**src/rtl/sst_pkg.sv**
```systemverilog
// ============================================================================
// Separation steering accumulator package
// Shared widths, register indexes, reset values, datapath op codes and the
// command and status structures between controller and datapath.
// ============================================================================
package sst_pkg;

   // Default geometry of the top level.
   localparam int POS_WIDTH_DEF = 32;
   localparam int ACC_WIDTH_DEF = 48;

   // Fixed widths of registers, results and the shared arithmetic units.
   localparam int RAD_W      = 31;
   localparam int STR_W      = 31;
   localparam int THR_W      = 16;
   localparam int CSR_DATA_W = 31;
   localparam int CSR_ADDR_W = 2;
   localparam int OUT_W      = 32;
   localparam int MUL_W      = 32;
   localparam int PROD_W     = 64;
   localparam int DIV_W      = 64;
   localparam int QUO_W      = 33;
   localparam int ROOT_W     = 32;
   localparam int AD_W       = 35;
   localparam int UNIT       = 65536;

   // Configuration register indexes.
   localparam logic [CSR_ADDR_W-1:0] CSR_RADIUS    = 2'd0;
   localparam logic [CSR_ADDR_W-1:0] CSR_STRENGTH  = 2'd1;
   localparam logic [CSR_ADDR_W-1:0] CSR_THRESHOLD = 2'd2;

   localparam logic [RAD_W-1:0] RADIUS_RST   = 31'd131072;
   localparam logic [STR_W-1:0] STRENGTH_RST = 31'd65536;
   localparam logic [THR_W-1:0] THRESH_RST   = 16'd66;

   // Datapath operations.
   localparam int OP_W = 5;
   localparam logic [OP_W-1:0] OP_NOP   = 5'd0;
   localparam logic [OP_W-1:0] OP_LOAD  = 5'd1;
   localparam logic [OP_W-1:0] OP_ABS   = 5'd2;
   localparam logic [OP_W-1:0] OP_MXX   = 5'd3;
   localparam logic [OP_W-1:0] OP_MZZ   = 5'd4;
   localparam logic [OP_W-1:0] OP_MRR   = 5'd5;
   localparam logic [OP_W-1:0] OP_NEAR  = 5'd6;
   localparam logic [OP_W-1:0] OP_SQRT  = 5'd7;
   localparam logic [OP_W-1:0] OP_W_LEN = 5'd8;
   localparam logic [OP_W-1:0] OP_DIVF  = 5'd9;
   localparam logic [OP_W-1:0] OP_W_F   = 5'd10;
   localparam logic [OP_W-1:0] OP_MDX   = 5'd11;
   localparam logic [OP_W-1:0] OP_DIVX  = 5'd12;
   localparam logic [OP_W-1:0] OP_W_SX  = 5'd13;
   localparam logic [OP_W-1:0] OP_MDZ   = 5'd14;
   localparam logic [OP_W-1:0] OP_W_SZ  = 5'd15;
   localparam logic [OP_W-1:0] OP_PAR   = 5'd16;
   localparam logic [OP_W-1:0] OP_MAG   = 5'd17;
   localparam logic [OP_W-1:0] OP_SHIFT = 5'd18;
   localparam logic [OP_W-1:0] OP_RXX   = 5'd19;
   localparam logic [OP_W-1:0] OP_RZZ   = 5'd20;
   localparam logic [OP_W-1:0] OP_RADD  = 5'd21;
   localparam logic [OP_W-1:0] OP_RZERO = 5'd22;
   localparam logic [OP_W-1:0] OP_RMX   = 5'd23;
   localparam logic [OP_W-1:0] OP_DIVO  = 5'd24;
   localparam logic [OP_W-1:0] OP_W_OX  = 5'd25;
   localparam logic [OP_W-1:0] OP_RMZ   = 5'd26;
   localparam logic [OP_W-1:0] OP_W_OZ  = 5'd27;
   localparam logic [OP_W-1:0] OP_EMIT  = 5'd28;

   typedef struct packed {
      logic [OP_W-1:0] op;
   } cmd_type;

   typedef struct packed {
      logic has;
      logic last;
      logic in_rng;
      logic in_circle;
      logic near;
      logic big;
      logic zero_out;
      logic sqrt_done;
      logic div_done;
      logic out_free;
   } status_type;

endpackage

```
**src/rtl/sst_ctrl.sv**
```systemverilog
// ============================================================================
// Separation steering controller
// Sequences the datapath through the per-neighbour and end-of-run steps.
// ============================================================================
module sst_ctrl (
   input  logic                clock,
   input  logic                reset,
   input  logic                req_tvalid,
   output logic                req_tready,
   input  sst_pkg::status_type status,
   output sst_pkg::cmd_type    cmd
);
   localparam int ST_W = 6;
   localparam logic [ST_W-1:0] ST_IDLE    = 6'd0;
   localparam logic [ST_W-1:0] ST_ABS     = 6'd1;
   localparam logic [ST_W-1:0] ST_TEST    = 6'd2;
   localparam logic [ST_W-1:0] ST_MXX     = 6'd3;
   localparam logic [ST_W-1:0] ST_MZZ     = 6'd4;
   localparam logic [ST_W-1:0] ST_MRR     = 6'd5;
   localparam logic [ST_W-1:0] ST_CMP     = 6'd6;
   localparam logic [ST_W-1:0] ST_NEAR    = 6'd7;
   localparam logic [ST_W-1:0] ST_SQRT    = 6'd8;
   localparam logic [ST_W-1:0] ST_SQRT_W  = 6'd9;
   localparam logic [ST_W-1:0] ST_DIVF    = 6'd10;
   localparam logic [ST_W-1:0] ST_DIVF_W  = 6'd11;
   localparam logic [ST_W-1:0] ST_MDX     = 6'd12;
   localparam logic [ST_W-1:0] ST_DIVX    = 6'd13;
   localparam logic [ST_W-1:0] ST_DIVX_W  = 6'd14;
   localparam logic [ST_W-1:0] ST_MDZ     = 6'd15;
   localparam logic [ST_W-1:0] ST_DIVZ    = 6'd16;
   localparam logic [ST_W-1:0] ST_DIVZ_W  = 6'd17;
   localparam logic [ST_W-1:0] ST_PAR     = 6'd18;
   localparam logic [ST_W-1:0] ST_MAG     = 6'd19;
   localparam logic [ST_W-1:0] ST_SHIFT   = 6'd20;
   localparam logic [ST_W-1:0] ST_RXX     = 6'd21;
   localparam logic [ST_W-1:0] ST_RZZ     = 6'd22;
   localparam logic [ST_W-1:0] ST_RADD    = 6'd23;
   localparam logic [ST_W-1:0] ST_RSQRT   = 6'd24;
   localparam logic [ST_W-1:0] ST_RSQRT_W = 6'd25;
   localparam logic [ST_W-1:0] ST_RCHK    = 6'd26;
   localparam logic [ST_W-1:0] ST_RZERO   = 6'd27;
   localparam logic [ST_W-1:0] ST_RMX     = 6'd28;
   localparam logic [ST_W-1:0] ST_RDIVX   = 6'd29;
   localparam logic [ST_W-1:0] ST_RDIVX_W = 6'd30;
   localparam logic [ST_W-1:0] ST_RMZ     = 6'd31;
   localparam logic [ST_W-1:0] ST_RDIVZ   = 6'd32;
   localparam logic [ST_W-1:0] ST_RDIVZ_W = 6'd33;
   localparam logic [ST_W-1:0] ST_EMIT    = 6'd34;

   logic [ST_W-1:0] state_ff, state_in;

   always_comb begin
      state_in   = state_ff;
      cmd.op     = sst_pkg::OP_NOP;
      req_tready = 1'b0;
      case (state_ff)
         ST_IDLE: begin
            req_tready = 1'b1;
            if (req_tvalid) begin
               cmd.op   = sst_pkg::OP_LOAD;
               state_in = ST_ABS;
            end
         end
         ST_ABS: begin
            cmd.op   = sst_pkg::OP_ABS;
            state_in = ST_TEST;
         end
         ST_TEST: begin
            if (!status.has)
               state_in = status.last ? ST_MAG : ST_IDLE;
            else if (!status.in_rng)
               state_in = ST_PAR;
            else
               state_in = ST_MXX;
         end
         ST_MXX: begin
            cmd.op   = sst_pkg::OP_MXX;
            state_in = ST_MZZ;
         end
         ST_MZZ: begin
            cmd.op   = sst_pkg::OP_MZZ;
            state_in = ST_MRR;
         end
         ST_MRR: begin
            cmd.op   = sst_pkg::OP_MRR;
            state_in = ST_CMP;
         end
         ST_CMP: begin
            if (!status.in_circle)
               state_in = ST_PAR;
            else if (status.near)
               state_in = ST_NEAR;
            else
               state_in = ST_SQRT;
         end
         ST_NEAR: begin
            cmd.op   = sst_pkg::OP_NEAR;
            state_in = ST_PAR;
         end
         ST_SQRT: begin
            cmd.op   = sst_pkg::OP_SQRT;
            state_in = ST_SQRT_W;
         end
         ST_SQRT_W: begin
            cmd.op = sst_pkg::OP_W_LEN;
            if (status.sqrt_done) state_in = ST_DIVF;
         end
         ST_DIVF: begin
            cmd.op   = sst_pkg::OP_DIVF;
            state_in = ST_DIVF_W;
         end
         ST_DIVF_W: begin
            cmd.op = sst_pkg::OP_W_F;
            if (status.div_done) state_in = ST_MDX;
         end
         ST_MDX: begin
            cmd.op   = sst_pkg::OP_MDX;
            state_in = ST_DIVX;
         end
         ST_DIVX: begin
            cmd.op   = sst_pkg::OP_DIVX;
            state_in = ST_DIVX_W;
         end
         ST_DIVX_W: begin
            cmd.op = sst_pkg::OP_W_SX;
            if (status.div_done) state_in = ST_MDZ;
         end
         ST_MDZ: begin
            cmd.op   = sst_pkg::OP_MDZ;
            state_in = ST_DIVZ;
         end
         ST_DIVZ: begin
            cmd.op   = sst_pkg::OP_DIVX;
            state_in = ST_DIVZ_W;
         end
         ST_DIVZ_W: begin
            cmd.op = sst_pkg::OP_W_SZ;
            if (status.div_done) state_in = ST_PAR;
         end
         ST_PAR: begin
            cmd.op   = sst_pkg::OP_PAR;
            state_in = status.last ? ST_MAG : ST_IDLE;
         end
         ST_MAG: begin
            cmd.op   = sst_pkg::OP_MAG;
            state_in = ST_SHIFT;
         end
         ST_SHIFT: begin
            if (status.big)
               cmd.op = sst_pkg::OP_SHIFT;
            else
               state_in = ST_RXX;
         end
         ST_RXX: begin
            cmd.op   = sst_pkg::OP_RXX;
            state_in = ST_RZZ;
         end
         ST_RZZ: begin
            cmd.op   = sst_pkg::OP_RZZ;
            state_in = ST_RADD;
         end
         ST_RADD: begin
            cmd.op   = sst_pkg::OP_RADD;
            state_in = ST_RSQRT;
         end
         ST_RSQRT: begin
            cmd.op   = sst_pkg::OP_SQRT;
            state_in = ST_RSQRT_W;
         end
         ST_RSQRT_W: begin
            cmd.op = sst_pkg::OP_W_LEN;
            if (status.sqrt_done) state_in = ST_RCHK;
         end
         ST_RCHK: begin
            state_in = status.zero_out ? ST_RZERO : ST_RMX;
         end
         ST_RZERO: begin
            cmd.op   = sst_pkg::OP_RZERO;
            state_in = ST_EMIT;
         end
         ST_RMX: begin
            cmd.op   = sst_pkg::OP_RMX;
            state_in = ST_RDIVX;
         end
         ST_RDIVX: begin
            cmd.op   = sst_pkg::OP_DIVO;
            state_in = ST_RDIVX_W;
         end
         ST_RDIVX_W: begin
            cmd.op = sst_pkg::OP_W_OX;
            if (status.div_done) state_in = ST_RMZ;
         end
         ST_RMZ: begin
            cmd.op   = sst_pkg::OP_RMZ;
            state_in = ST_RDIVZ;
         end
         ST_RDIVZ: begin
            cmd.op   = sst_pkg::OP_DIVO;
            state_in = ST_RDIVZ_W;
         end
         ST_RDIVZ_W: begin
            cmd.op = sst_pkg::OP_W_OZ;
            if (status.div_done) state_in = ST_EMIT;
         end
         ST_EMIT: begin
            if (status.out_free) begin
               cmd.op   = sst_pkg::OP_EMIT;
               state_in = ST_IDLE;
            end
         end
         default: state_in = ST_IDLE;
      endcase
   end

   always_ff @(posedge clock) begin
      if (reset) begin
         state_ff <= ST_IDLE;
      end else begin
         state_ff <= state_in;
      end
   end

   a_sqrt_done_waited: assert property (@(posedge clock) disable iff (reset)
      status.sqrt_done |-> (state_ff == ST_SQRT_W || state_ff == ST_RSQRT_W))
      else $error("square root finished outside a wait state");

   a_div_done_waited: assert property (@(posedge clock) disable iff (reset)
      status.div_done |-> (state_ff == ST_DIVF_W || state_ff == ST_DIVX_W ||
                           state_ff == ST_DIVZ_W || state_ff == ST_RDIVX_W ||
                           state_ff == ST_RDIVZ_W))
      else $error("division finished outside a wait state");

   a_parity_has: assert property (@(posedge clock) disable iff (reset)
      state_ff == ST_PAR |-> status.has)
      else $error("parity advanced for an item without a neighbour");

endmodule

```
**config.mk**
```make
export PLATFORM = sky130hd
export DESIGN_NAME = sst_ctrl
export DESIGN_NICKNAME = d
export VERILOG_FILES = /design/src/rtl/sst_pkg.sv /design/src/rtl/sst_ctrl.sv
export SDC_FILE = /design/constraint.sdc
export NUM_CORES = 1
export LEC_CHECK = 0
export BUFFER_PORTS_ARGS = -buffer_cell sky130_fd_sc_hd__buf_2
export CAP_MARGIN = 20
export CORE_UTILIZATION = 47
export CTS_CLUSTER_DIAMETER = 80
export DETAILED_ROUTE_END_ITERATION = 10
export HOLD_SLACK_MARGIN = 0.08
export PLACE_DENSITY_LB_ADDON = 0.3
export REMOVE_ABC_BUFFERS = 1
export SYNTH_ARGS = -nofsm -noshare
export SYNTH_HDL_FRONTEND = slang
export SYNTH_SLANG_ARGS = --single-unit
```
**constraint.sdc**
```tcl
create_clock -name clock -period 1.9 [get_ports clock]
set_clock_uncertainty 0.15 [all_clocks]
set_input_delay 0.095 -clock clock [delete_from_list [all_inputs] [get_ports clock]]
set_output_delay 0.095 -clock clock [all_outputs]
set_load 0.02 [all_outputs]
```
==> qor.yml <==
worst_path_most_repeated_cell: "buf_6"
start_util_pct: 51.5
track_usage_pct: 31.8
slowest_delay_ns: 0.55
num_vias: 1432
synth.distinct_cells: 56
p_leak_uw: 0.000591
period_needed_ns: 2.09
wl_mm: 3.91
avgSynthCellArea_sq_um: 6.77
core_sq_um: 2020
status: "complete, but fails checks"
busiest_layer: "met2"
post-dp-hpwl_mm: 2.49
yosysWarnings: 0
row_count: 16
synth_edf_count: 0
power_density_nw_per_um2: 1430
cts.path.max_buffers: 2
cts_sinks: 6
die_h_um: 49.1
dieArea_sq_um: 2410
numPortBuffers: 18
setup_viol: 6
seq_area_frac_synth_pct: 11.5
numCtsBuffers: 3
post_cts_buffers: 0
drv_slew: 0
finalCritPeriodShare_pct: 110
vdd_drop_max_mv: 1.10
area_delta_synth_final_pct: 46.1
hp-class: "in2reg"
path_class: "reg2out"
cts_root_buffer: "clkbuf_4"
grtUsageMet2_pct: 52.3
mostFrequentLayoutCells: "buf_4 (17), buf_2 (14), nor2_1 (12), nand2_1 (11), a21oi_1 (9)"
die_x_um: 49.1
drt_pass1_iterations: 5
top_register: "state_ff"
cts_tree: "built"
finalInstanceArea_sq_um: 1520
crit_arrival_ns: 1.85
use_met3_pct: 6.23
clk_pin_slew_worst_paths_ns: 0.05
path_max_fanout: 3
cp_cell_sequence: "or4b_4 > or2_4 > buf_6 > o21ai_2 > o21a_1 > buf_6"
tightest_slew_ns: 0.384
worst_slack_ns: -0.193
grt_pass1_wl_mm: 5.87
endpoint_kind: "output port"
grt_remaining_overflow: 0
synth-main-ff-cell: "dfxtp_1"
top_regs: "state_ff: 6 flops"
vias_per_cell: 6.66
htreeDepth: 1
path_delay_family: "simple AND/OR/NAND/NOR gates"
fmax_mhz: 478
drtIter0Drc: 90
relSlewSlack_pct: 73.7
cp_data_required_time_ns: 1.65
largest_reg_flops: 6
drc: 0
pin_count: 19
dpl_worst_slack_ns: -0.132
finalHoldViolations: 0
cp_slowest_cell: "or4b_4"
violations: "setup timing"
placed_cell_area_sq_um: 1300
maxCapViolCount: 0
ant_nets: 0
layout.nets: 203
wl_per_cell_um: 18.2
rsz0062_at_grt: "true"
final_common_cell: "buf_4"
grt_pass1_vias: 1274
grtUsageMet1_pct: 39.1
clock_latency_ns: 0.25
synthArstFlopShare_pct: 0
place_congestion: 0.996
drive_above_1_share_pct: 41.5
synth_area_sq_um: 1040
n_antenna_cell: 0
crit_buf_inv: 2
fin_total_pwr_uw: 2170
ys_ff_latch: 6
synthCells: 154
antenna_found_initial: 0
grt_max_degree: 30
worstSetupStartpointType: "flip-flop"
-- layout make-up --
type,instances,area (sq um)
Clock buffer,3,22.5
Fill cell,147,499
Inverter,3,11.3
Multi-Input combinational cell,130,931
Sequential cell,6,131
Tap cell,27,33.8
Timing Repair Buffer,46,393
-- power by group --
part           total (uW)  leakage, uW  switching, uW  internal [uW]
Sequential            230    0.0000518           53.3            176
Combinational        1820     0.000525            944            873
Clock                 124    0.0000138           52.3           71.9
-- metrics by stage --
step	utilization, %	cells	hold WS, ns	setup TNS, ns
after CTS	71.4	215	0.0951	-0.452
after global placement	64.2	209	0.200	-0.144
after global routing	75.3	215	0.122	-1.29
after detailed placement	64.2	209	0.206	-0.409
after floorplan	-	139	0.0144	-2.20
final	75.3	215	0.105	-0.748
-- path summary, 6_finish.rpt --
path                       startpoint                  endpoint  slack [ns]  cells after the start
min                         status[7]  state_ff[4]$_SDFFE_PP0P_        0.11                      4
max          state_ff[2]$_SDFFE_PP0P_                    cmd[2]       -0.19                      6
min reg2reg  state_ff[0]$_SDFFE_PP0P_  state_ff[5]$_SDFFE_PP0P_        0.56                      3
max reg2reg  state_ff[2]$_SDFFE_PP0P_  state_ff[2]$_SDFFE_PP0P_       -0.16                      5
-- cells by family after synthesis --
kind of cell / after synthesis / share of synthesized area (%)
AND/OR/NAND/NOR: 71 / 38.8
AO/OA/AOI/OAI: 56 / 38.1
buffers and inverters: 18 / 8.76
flip-flops: 6 / 11.5
multiplexers: 3 / 2.88
-- cell usage after synthesis, types with 2 or more instances --
cell type   n  share of area [%]
nor2_1     15                5.4
nand2_1    13                4.7
o21ai_0    10                4.8
a21oi_1     9                4.3
clkbuf_1    7                2.5
nand3_1     7                3.4
dfxtp_1     6                 12
nand2b_1    6                3.6
nor2b_1     5                3.0
o211ai_1    5                3.6
a31oi_1     4                2.4
nor3b_1     4                2.9
a32oi_1     3                2.5
buf_1       3                1.1
mux2i_1     3                2.9
nor3_1      3                1.4
a211oi_1    2                1.4
a21boi_0    2                1.4
a21o_1      2                1.4
a22oi_1     2                1.4
and4b_1     2                1.9
buf_2       2               0.96
inv_1       2               0.72
nand3b_1    2                1.4
nand4_1     2                1.2
o2111a_1    2                2.2
o211a_1     2                1.9
-- repair_timing --
item / 4_1_cts / 5_1_grt
gates resized for setup: 26 / 23
hold buffers: 3 / 0
gates cloned: 0 / 0
endpoints found under the setup margin: 9 / 9
pin swaps: 8 / 2
endpoints found under the hold margin: 6 / 0
-- layer usage --
layer / up-vias / wire [um] / share of wire [%]
li1: 661 / - / -
met1: 635 / 1470 / 38
met2: 110 / 1860 / 48
met3: 26 / 427 / 11
met4: 0 / 154 / 3.9
met5: - / 0 / 0
-- worst reg2reg max path, delay by kind of cell (launching register included) --
family | cells | cell delay, ns
AND/OR/NAND/NOR | 3 | 1.15
flip-flops | 1 | 0.33
AO/OA/AOI/OAI | 2 | 0.34
Note: power is estimated with default switching activity, not from simulation.
